## src/rtl/smm_pkg.sv

```systemverilog
`default_nettype none

package smm_pkg;

    // matrix size and element width
    localparam int DIM           = 3;
    localparam int ELEMENT_WIDTH = 16;

    // fixed port widths
    localparam int IN_WIDTH  = 16;
    localparam int SUM_WIDTH = 33;

    // derived widths
    localparam int PROD_WIDTH = 2 * ELEMENT_WIDTH;
    localparam int IDX_W      = $clog2(DIM);

    typedef logic signed [ELEMENT_WIDTH-1:0] t_elem;
    typedef logic signed [SUM_WIDTH-1:0]     t_sum;
    typedef logic        [IDX_W-1:0]         t_idx;

    localparam t_idx IDX_MAX = t_idx'(DIM - 1);

    // partial sum travelling down the chain with its output position
    typedef struct packed {
        logic valid;
        t_idx row;
        t_idx col;
        t_sum sum;
    } t_flow;

    // element write into one cell's slice of a or b
    typedef struct packed {
        logic  we_a;
        logic  we_b;
        t_idx  idx;
        t_elem data;
    } t_load;

endpackage

`default_nettype wire

```

## src/rtl/square_matrix_multiply_core.sv

```systemverilog
`default_nettype none

// Square matrix multiplier. Signed elements arrive one per request in
// row-major order: DIM*DIM elements of A, then DIM*DIM elements of B, each at
// one per cycle while o_stall is low. Accepting the last element of B starts
// the product: the DIM*DIM output positions enter a chain of DIM multiply-add
// cells at one per cycle unless the output stalls, each cell adding its
// a[row][k]*b[k][col] term over two register stages. Each output position
// passes the issue register, both stages of every cell and the output
// register, and products leave one per cycle unless the output stalls.
// Products are exact sums truncated to 33 bits; the final one carries is_last.
// Input is stalled from the last B element until the final product has left
// the cell chain.
module square_matrix_multiply_core (
    input  logic                                i_clk,
    input  logic                                i_rst_n,
    input  logic                                i_valid,
    output logic                                o_stall,
    input  logic signed [smm_pkg::IN_WIDTH-1:0]  i_element,
    output logic                                o_valid,
    input  logic                                i_stall,
    output logic signed [smm_pkg::SUM_WIDTH-1:0] o_product_element,
    output logic                                o_is_last
);
    import smm_pkg::*;

    logic  r_phase_b;
    t_idx  r_ld_row;
    t_idx  r_ld_col;
    logic  r_busy;
    logic  r_iss_active;
    t_idx  r_iss_row;
    t_idx  r_iss_col;
    logic  r_out_valid;
    t_sum  r_out_sum;
    logic  r_out_last;

    logic  w_in_acc;
    logic  w_row_end;
    logic  w_ld_last;
    logic  w_last_b;
    logic  w_en;
    logic  w_out_last;
    t_elem w_elem;
    t_load w_load [DIM];
    t_flow w_flow [DIM+1];

    assign o_stall  = r_busy;
    assign w_in_acc = i_valid && !r_busy;
    assign w_elem   = t_elem'(i_element);

    assign w_row_end = (r_ld_col == IDX_MAX);
    assign w_ld_last = w_row_end && (r_ld_row == IDX_MAX);
    assign w_last_b  = w_in_acc && r_phase_b && w_ld_last;

    // whole chain advances unless a finished product is held
    assign w_en = !r_out_valid || !i_stall;

    // load position: a element (row,k) goes to cell k, b element (k,col) to cell k
    always_ff @(posedge i_clk) begin
        if (!i_rst_n) begin
            r_phase_b <= 1'b0;
            r_ld_row  <= '0;
            r_ld_col  <= '0;
        end else if (w_in_acc) begin
            if (w_row_end) begin
                r_ld_col <= '0;
                if (w_ld_last) begin
                    r_ld_row  <= '0;
                    r_phase_b <= !r_phase_b;
                end else begin
                    r_ld_row <= r_ld_row + 1'b1;
                end
            end else begin
                r_ld_col <= r_ld_col + 1'b1;
            end
        end
    end

    // issue output positions in row-major order
    always_ff @(posedge i_clk) begin
        if (!i_rst_n) begin
            r_iss_active <= 1'b0;
            r_iss_row    <= '0;
            r_iss_col    <= '0;
        end else if (w_last_b) begin
            r_iss_active <= 1'b1;
            r_iss_row    <= '0;
            r_iss_col    <= '0;
        end else if (w_en && r_iss_active) begin
            if (r_iss_col == IDX_MAX) begin
                r_iss_col <= '0;
                if (r_iss_row == IDX_MAX) begin
                    r_iss_row    <= '0;
                    r_iss_active <= 1'b0;
                end else begin
                    r_iss_row <= r_iss_row + 1'b1;
                end
            end else begin
                r_iss_col <= r_iss_col + 1'b1;
            end
        end
    end

    assign w_flow[0] = '{valid: r_iss_active, row: r_iss_row, col: r_iss_col, sum: '0};

    // chain of multiply-add cells, one per k
    for (genvar k = 0; k < DIM; k++) begin : g_cell
        assign w_load[k] = '{
            we_a: w_in_acc && !r_phase_b && (r_ld_col == t_idx'(k)),
            we_b: w_in_acc && r_phase_b && (r_ld_row == t_idx'(k)),
            idx:  r_phase_b ? r_ld_col : r_ld_row,
            data: w_elem
        };

        smm_cell u_cell (
            .i_clk   (i_clk),
            .i_rst_n (i_rst_n),
            .i_en    (w_en),
            .i_load  (w_load[k]),
            .i_flow  (w_flow[k]),
            .o_flow  (w_flow[k+1])
        );
    end

    assign w_out_last = (w_flow[DIM].row == IDX_MAX) && (w_flow[DIM].col == IDX_MAX);

    // busy from last b element until the final product leaves the chain
    always_ff @(posedge i_clk) begin
        if (!i_rst_n) begin
            r_busy <= 1'b0;
        end else if (w_last_b) begin
            r_busy <= 1'b1;
        end else if (w_en && w_flow[DIM].valid && w_out_last) begin
            r_busy <= 1'b0;
        end
    end

    // output register control
    always_ff @(posedge i_clk) begin
        if (!i_rst_n) begin
            r_out_valid <= 1'b0;
        end else if (w_en) begin
            r_out_valid <= w_flow[DIM].valid;
        end
    end

    // output register payload
    always_ff @(posedge i_clk) begin
        if (w_en) begin
            r_out_sum  <= w_flow[DIM].sum;
            r_out_last <= w_out_last;
        end
    end

    assign o_valid           = r_out_valid;
    assign o_product_element = r_out_sum;
    assign o_is_last         = r_out_last;

    // issuing only happens while input is held off
    a_issue_busy: assert property (@(posedge i_clk) disable iff (!i_rst_n)
        r_iss_active |-> r_busy)
        else $error("issue active while input open");

    // products in the chain only while busy
    a_chain_busy: assert property (@(posedge i_clk) disable iff (!i_rst_n)
        w_flow[DIM].valid |-> r_busy)
        else $error("product in chain while not busy");

    // once input reopens, a held product is the final one
    a_idle_last: assert property (@(posedge i_clk) disable iff (!i_rst_n)
        (r_out_valid && !r_busy) |-> r_out_last)
        else $error("non-final product held after busy cleared");

    // last b element starts issue at the first position
    a_issue_start: assert property (@(posedge i_clk) disable iff (!i_rst_n)
        w_last_b |=> (r_iss_active && r_iss_row == '0 && r_iss_col == '0))
        else $error("issue did not start at first position");

endmodule

`default_nettype wire

```

## src/rtl/smm_cell.sv

```systemverilog
`default_nettype none

module smm_cell (
    input  logic          i_clk,
    input  logic          i_rst_n,
    input  logic          i_en,
    input  smm_pkg::t_load i_load,
    input  smm_pkg::t_flow i_flow,
    output smm_pkg::t_flow o_flow
);
    import smm_pkg::*;

    // column k of a (indexed by row) and row k of b (indexed by col)
    t_elem r_a [DIM];
    t_elem r_b [DIM];

    logic                         r_v1;
    t_idx                         r_row1;
    t_idx                         r_col1;
    t_sum                         r_sum1;
    t_sum                         r_prod;
    logic                         r_v2;
    t_idx                         r_row2;
    t_idx                         r_col2;
    t_sum                         r_sum2;
    logic signed [PROD_WIDTH-1:0] w_prod;
    t_sum                         n_sum;

    // element stores
    always_ff @(posedge i_clk) begin
        if (i_load.we_a) begin
            r_a[i_load.idx] <= i_load.data;
        end
        if (i_load.we_b) begin
            r_b[i_load.idx] <= i_load.data;
        end
    end

    // a[row][k] * b[k][col]
    assign w_prod = r_a[i_flow.row] * r_b[i_flow.col];

    // add this cell's term to the incoming partial sum
    assign n_sum = r_sum1 + r_prod;

    // stage valid bits
    always_ff @(posedge i_clk) begin
        if (!i_rst_n) begin
            r_v1 <= 1'b0;
            r_v2 <= 1'b0;
        end else if (i_en) begin
            r_v1 <= i_flow.valid;
            r_v2 <= r_v1;
        end
    end

    // stage payload
    always_ff @(posedge i_clk) begin
        if (i_en) begin
            r_row1 <= i_flow.row;
            r_col1 <= i_flow.col;
            r_sum1 <= i_flow.sum;
            r_prod <= t_sum'(w_prod);
            r_row2 <= r_row1;
            r_col2 <= r_col1;
            r_sum2 <= n_sum;
        end
    end

    assign o_flow = '{valid: r_v2, row: r_row2, col: r_col2, sum: r_sum2};

endmodule

`default_nettype wire

```

## config.mk

```make
export PLATFORM = sky130hd
export DESIGN_NAME = square_matrix_multiply_core
export DESIGN_NICKNAME = d
export VERILOG_FILES = /design/src/rtl/smm_pkg.sv /design/src/rtl/square_matrix_multiply_core.sv /design/src/rtl/smm_cell.sv
export SDC_FILE = /design/constraint.sdc
export NUM_CORES = 2
export LEC_CHECK = 0
export BUFFER_PORTS_ARGS = -buffer_cell sky130_fd_sc_hd__buf_2
export CORE_MARGIN = 5
export CORE_UTILIZATION = 59
export DETAILED_ROUTE_END_ITERATION = 8
export GPL_TIMING_DRIVEN = 1
export PLACE_DENSITY = 0.77
export SLEW_MARGIN = 20
export SYNTH_ARGS = -nofsm -noshare
export SYNTH_HDL_FRONTEND = slang
export SYNTH_HIERARCHICAL = 1
export SYNTH_SLANG_ARGS = --single-unit
```

## constraint.sdc

```tcl
create_clock -name i_clk -period 12.73 [get_ports i_clk]
set_input_delay 3.819 -clock i_clk [delete_from_list [all_inputs] [get_ports i_clk]]
set_output_delay 3.819 -clock i_clk [all_outputs]
set_load 0.1 [all_outputs]
```

-- Word level (Yosys, flattened, before mapping)
Memory sizes are Yosys's and may differ from the RTL's. A register that Yosys moved wholly into a read port is not among the register bits.
Index checks and enable logic that the tools add are counted.
W data, S select, Z words.
- bitwise gates (word level): 1
- reduce and logical (&&, ||, !) cells: 31
- $mul: 3
- multiplexer cells: 31
- shift operators: 0
- add/sub/neg operators: 6
- divide/modulo/power cells: 0
- equal/unequal tests: 8
- order comparisons: 0
- operators by type and width (cell ; count):
    $mul A16 B16 Y32 ; 3
    $add A32 B32 Y33 ; 1
    $add A33 B32 Y33 ; 1
    $mux W2 ; 13
    $mux W1 ; 18
    $logic_and A1 B1 Y1 ; 15
    $eq A2 B2 Y1 const B ; 6
    $add A2 B1 Y2 const B ; 4
    $reduce_bool A2 Y1 ; 4
    $reduce_and A3 Y1 ; 2
    $eq A2 B1 Y1 const B ; 2
    $logic_not A1 Y1 ; 4
    $logic_not A2 Y1 ; 2
    $reduce_and A2 Y1 ; 2
    $reduce_or A2 Y1 ; 1
    $logic_or A1 B1 Y1 ; 1
    $not A1 Y1 ; 1
- memory bits (read-only): 0
- memories kept: 6
- bits in latches: 0
- memory bits (writable): 288
- register bits: 335
- memory list (memory ; depth ; width ; read ports ; clocked after Yosys merged registers in ; write ports ; RTL line ; source):
    g_cell[0].u_cell.r_a ; 3 ; 16 ; 1 ; 1 ; 1 ; smm_cell.sv:14 ; t_elem r_a [DIM];
    g_cell[0].u_cell.r_b ; 3 ; 16 ; 1 ; 1 ; 1 ; smm_cell.sv:15 ; t_elem r_b [DIM];
    g_cell[1].u_cell.r_a ; 3 ; 16 ; 1 ; 1 ; 1 ; smm_cell.sv:14 ;
    g_cell[1].u_cell.r_b ; 3 ; 16 ; 1 ; 1 ; 1 ; smm_cell.sv:15 ;
    g_cell[2].u_cell.r_a ; 3 ; 16 ; 1 ; 1 ; 1 ; smm_cell.sv:14 ;
    g_cell[2].u_cell.r_b ; 3 ; 16 ; 1 ; 1 ; 1 ; smm_cell.sv:15 ;

-- Depth between registers and ports, before layout
- word-level depth: 6
- gate-level depth with buffers: 29
- gate-level depth less buffers: 26

-- By module
Netlist, hierarchy kept.
- modules (own cells, without submodules) (module ; times used ; cells an instance ; sequential area each (µm²) ; area an instance (µm²)):
    smm_cell (g_cell[0].u_cell) ; 1 ; 1703 ; 6105.9 ; 18407.7
    smm_cell (g_cell[2].u_cell) ; 1 ; 1678 ; 6105.9 ; 18383.9
    smm_cell (g_cell[1].u_cell) ; 1 ; 1646 ; 6105.9 ; 18192.4
    square_matrix_multiply_core ; 1 ; 109 ; 1261.2 ; 1666.6

-- Worst setup path before layout
OpenSTA, ideal clock, no wires.
- path type: input to register
- start: in i_stall
- end: reg r_iss_active
- arrival: 11983 ps
- cell stages on the path: 4
- data required time: 12608 ps
- setup time: 122 ps
- buffers on the path: 0
- slack: 625 ps
- cell sequence: and2_1 -> inv_1 -> a41oi_1 -> o21a_1
- cells in the longest elaborated chain, start to end: 5
- ends and longest elaborated chain (element ; RTL line ; source):
    start: declaration ; square_matrix_multiply_core.sv:21 ; input logic i_stall,
    $logic_not A1 Y1 ; square_matrix_multiply_core.sv:57 ; assign w_en = !r_out_valid || !i_stall;
    $logic_or A1 B1 Y1 ; square_matrix_multiply_core.sv:57 ;
    named net w_en ; square_matrix_multiply_core.sv:42 ; logic w_en;
    $logic_and A1 B1 Y1 ; square_matrix_multiply_core.sv:90 ; end else if (w_en && r_iss_active) begin
    $reduce_bool A2 Y1 (no source line) ; n/a ;
    $reduce_and A3 Y1 (no source line) ; n/a ;
    end signal: assignment ; square_matrix_multiply_core.sv:83 ; r_iss_active <= 1'b0;
    end signal: assignment ; square_matrix_multiply_core.sv:87 ; r_iss_active <= 1'b1;
    end signal: assignment ; square_matrix_multiply_core.sv:95 ; r_iss_active <= 1'b0;
    end: declaration ; square_matrix_multiply_core.sv:31 ; logic r_iss_active;
The timed path passes the listed nets, and every way through them passes these cells.
A chain may end at the register's enable or synchronous reset.

==> summary.txt <==
Yosys
  • Most common cell in the synthesized netlist: inv_1
  • Post-synth ARST share: 0%
  • Synth unique cells: ~100
  • Number of enable-type register cells in the synthesized netlist: 640
  • Count of yosys warnings during synthesis: 6
  • Biggest area contributors in the synthesized netlist: edfxtp_1, fa_1, ha_1
  • Top FF cell, synth: edfxtp_1
  • Most instantiated cells after synthesis: inv_1, fa_1, edfxtp_1
  • Sequential cell area fraction in the yosys report: 34.6%
  • Yosys reg bits: approximately 660
  • Cell type with the highest aggregate area in the netlist: edfxtp_1
  • Share of Yosys cell area claimed by the top area cell type: roughly a third
  • Synth Area per Inst: between 10 and 15 um^2
  • Post-synthesis instance total: 5136
  • Cell area after synthesis: 56700 um^2

Timing
  • Fmax: 0.126 GHz
  • Count of final max-slew check failures: 0
  • Count of endpoints failing hold in the final timing report: 0
  • Remaining max-slew budget at the tightest pin: between 20% and 30%
  • Unrepaired setup endpoints after global routing: false
  • Post-layout minimum cycle time: 7.94 ns
  • Endpoints failing setup: 0
  • Final total negative setup slack: 0 ns
  • Worst clock skew: 0.0371 ns
  • Final critical-path share of the clock period: slightly above 60%
  • Worst setup slack after layout: roughly 4.8 ns
  • Actual slew at the worst max-slew pin: 1.19 ns

Finish
  • Layout cell share with drive strength beyond 1: 6.01%
  • Number of diodes added for antenna fixing: 0
  • Area delta synth->final: 7.58%
  • Count of placed standard cells in the final layout, fillers left out: ~6600
  • Utilization after layout: 64.1%
  • # fillers: a little over 7000
  • Fin nets: between 6000 and 7000

Floorplan
  • DIE AREA: between 100000 and 150000 um^2
  • Chip Width: roughly 320 um
  • Total I/O pin count: 56
  • Die Span Y: about 320 um
  • Initial cell density of the core: 59.5%
  • Core footprint: around 95000 um^2
  • Num rows: ~110

Setup path
  • Highest-delay cell along the critical path: o21ai_0
  • Signal arrival time at the worst endpoint: roughly 8.3 ns
  • Highest fanout seen on the critical path: 13
  • Combined buffer and inverter count along the critical path: 4
  • Nature of the critical path endpoint: register
  • Critical Path Source Type: register
  • Category of the most critical setup path: reg2reg
  • CP peak stage delay: 0.70 ns
  • Crit path top cell by count: fa_1
  • Cell family contributing the most delay on the critical path: adder cells
  • Critical path required time: 13.07 ns
  • CP cell instances: buf_4 -> mux2i_1 -> o21ai_0 -> inv_1 -> nor2_1 -> fa_1 -> fa_1 -> fa_1 -> fa_1 -> fa_1 -> inv_1 -> fa_1 -> inv_1 -> ha_1 -> a21o_1 -> o21ai_0 -> a31oi_4 -> a2111oi_4 -> or3_1 -> a21oi_1 -> nand3b_1

Power
  • Peak VDD IR: around 0.85 mV
  • Clk pwr share: between 10% and 20%
  • Power share of the sequential group: roughly a quarter
  • Net switching power: approximately 6 mW
  • Switching share of power: a little over two fifths
  • Cell-internal power: between 7 and 8 mW
  • Pwr per Cell Area: about 230 nW/um^2
  • Logic pwr share: approximately 60%
  • Total leakage power: 27.0 nW

Outcome
  • Result of the run: complete, no violations

Worst hold path
  • Hold Crit Class: reg2reg

Route
  • Via count normalized by instance count: about 5.7
  • Starting DRT DRC Count: ~3000
  • Wire length per cell: approximately 20 um
  • Total routed wirelength: between 100000 and 150000 um
  • Detailed-route DRC error count: 0
  • Total number of vias: ~38000
  • Router iterations before antenna repair: 6
  • DRT antenna net count: 0

Clock tree
  • Post-CTS Resized: 0
  • Number of buffers inserted by post-CTS setup repair: 0
  • Clk_lat worst skew: ~0.63 ns
  • Worst-case clock buffer depth: 3
  • Clock tree from TritonCTS: done
  • Count of clock tree sinks: 658
  • Clk pin slew, worst setup/hold paths: approximately 0.060 ns
  • CTS Hold Bufs: 0
  • CTS buffer count: 71
  • Cell at the root of the clock tree: clkbuf_16
  • H-tree levels: 3

Placement
  • Setup WS pre-CTS: about 4.8 ns
  • Hpwl dp: 100000 um
  • Instance count after placement with tap cells included: between 6000 and 7000
  • Port Buffer Count: 55
  • RD Place Congestion: 0.932

Global routing
  • Overall track demand over capacity in global routing: approximately a quarter
  • Total congestion overflow: 0
  • Antenna violations before repair: 2
  • Maximum number of pins on one net before global-route repair: 100
  • Vias in the first global route: between 30000 and 40000
  • Global-route wire length before repair: approximately 200000 um

Flow run
  • Reported max-cap violation count: 0
==> state kept, by name (all words and copies together) (netlist names), 2 cells and up <==
signal,cells
r_ld_col,2
g_cell.u_cell/r_b,144
g_cell.u_cell/r_a,144
g_cell.u_cell/r_row1,6
g_cell.u_cell/r_col2,6
g_cell.u_cell/r_sum2,99
o_product_element,33
g_cell.u_cell/r_sum1,99
g_cell.u_cell/r_row2,6
g_cell.u_cell/r_col1,6
r_iss_col,2
g_cell.u_cell/r_v2,3
g_cell.u_cell/r_v1,3
r_iss_row,2
r_ld_row,2
g_cell.u_cell/r_prod,96
==> cell type report <==
class,instances,area [um^2],area share [%]
flip-flops and latches,658,19600,32.1
well taps,1265,1580,2.60
multi-input cells,3426,33200,54.4
clock inverters,44,449,0.737
repair buffers,103,636,1.04
inverters,977,3670,6.03
clock buffers,82,1870,3.07
==> placed cells by master (no fill, tap or decap), types with 8 or more instances in the layout <==
| master | Yosys | layout |
|---|---|---|
| a31oi_1 | 13 | 13 |
| nand3_1 | 25 | 25 |
| buf_4 | 4 | 48 |
| nor2b_1 | 28 | 28 |
| or2_2 | 30 | 30 |
| o211ai_1 | 15 | 15 |
| a21boi_0 | 10 | 10 |
| nand4_1 | 13 | 13 |
| and3b_1 | 12 | 12 |
| o21a_1 | 104 | 104 |
| dfxtp_1 | 18 | 18 |
| o21ai_1 | 58 | 64 |
| clkinv_1 | 0 | 10 |
| and2_1 | 18 | 18 |
| nor3_1 | 43 | 43 |
| conb_1 | 1 | 33 |
| o21bai_1 | 16 | 16 |
| clkinv_2 | 0 | 10 |
| xnor2_1 | 126 | 126 |
| a21oi_2 | 9 | 18 |
| mux2i_1 | 105 | 105 |
| a21oi_1 | 152 | 143 |
| edfxtp_1 | 640 | 640 |
| xor2_1 | 45 | 45 |
| nand2_1 | 491 | 491 |
| buf_2 | 7 | 55 |
| nor2_1 | 528 | 528 |
| clkbuf_16 | 0 | 72 |
| a21o_1 | 53 | 53 |
| a2111oi_0 | 9 | 9 |
| and3_1 | 21 | 21 |
| fa_1 | 789 | 789 |
| o21ai_0 | 124 | 118 |
| ha_1 | 342 | 342 |
| a211oi_1 | 32 | 32 |
| inv_6 | 0 | 8 |
| or3_1 | 12 | 12 |
| nand2b_1 | 29 | 29 |
| inv_1 | 977 | 976 |
==> worst paths after layout <==
path | startpoint | end | slack [ns] | depth (start not counted)
worst max-delay path | r_iss_col[0] | g_cell[0].u_cell/r_prod[31] | 4.79 | 21
worst min-delay path | g_cell[1].u_cell/r_sum2[6] | g_cell[2].u_cell/r_sum1[6] | 0.41 | 0
worst max register to register | r_iss_col[0] | g_cell[0].u_cell/r_prod[31] | 4.79 | 21
worst min register to register | g_cell[1].u_cell/r_sum2[6] | g_cell[2].u_cell/r_sum1[6] | 0.41 | 0
==> logic make-up (layout without fill, tap and decap cells) <==
logic type               Yosys count  in the layout  synth area share, %
adder cells (fa/ha/maj)         1131           1131                 35.4
AO/OA/AOI/OAI                    688            688                 8.30
buffers and inverters           1084           1206                 7.24
AND/OR/NAND/NOR                 1294           1294                 9.89
multiplexers                     109            109                 1.93
other                              1             33              0.00662
flip-flops                       658            658                 34.6
XOR/XNOR                         171            171                 2.64
==> through the flow <==
step                hold slack (ns)  power (mW)  instance area, um^2
floorplan                     0.400        9.80                56800
global placement              0.401        11.6                58600
detailed placement            0.405        11.8                58600
CTS                           0.416        13.9                60900
global route                  0.422        14.9                60900
finish                        0.414        13.8                60900
==> metal layers <==
metal | routed length [um] | global-route usage (%) | vias to the layer above
met2 | 65400 | 43.8 | 1357
met4 | 7230 | 12.3 | 0
met3 | 7860 | 3.54 | 398
met1 | 48100 | 31.6 | 19000
met5 | 0 | 0 | -
li1 | - | - | 16900
==> power by group through the flow <==
stage	clock [mW]	combinational (mW)	sequential (mW)
floorplan	0	5.95	3.85
global placement	0	8.04	3.57
detailed placement	0	8.19	3.58
CTS	2.07	8.26	3.54
global route	2.18	9.16	3.57
finish	2.03	8.22	3.53
No activity file was read; power rests on OpenSTA's default activity.
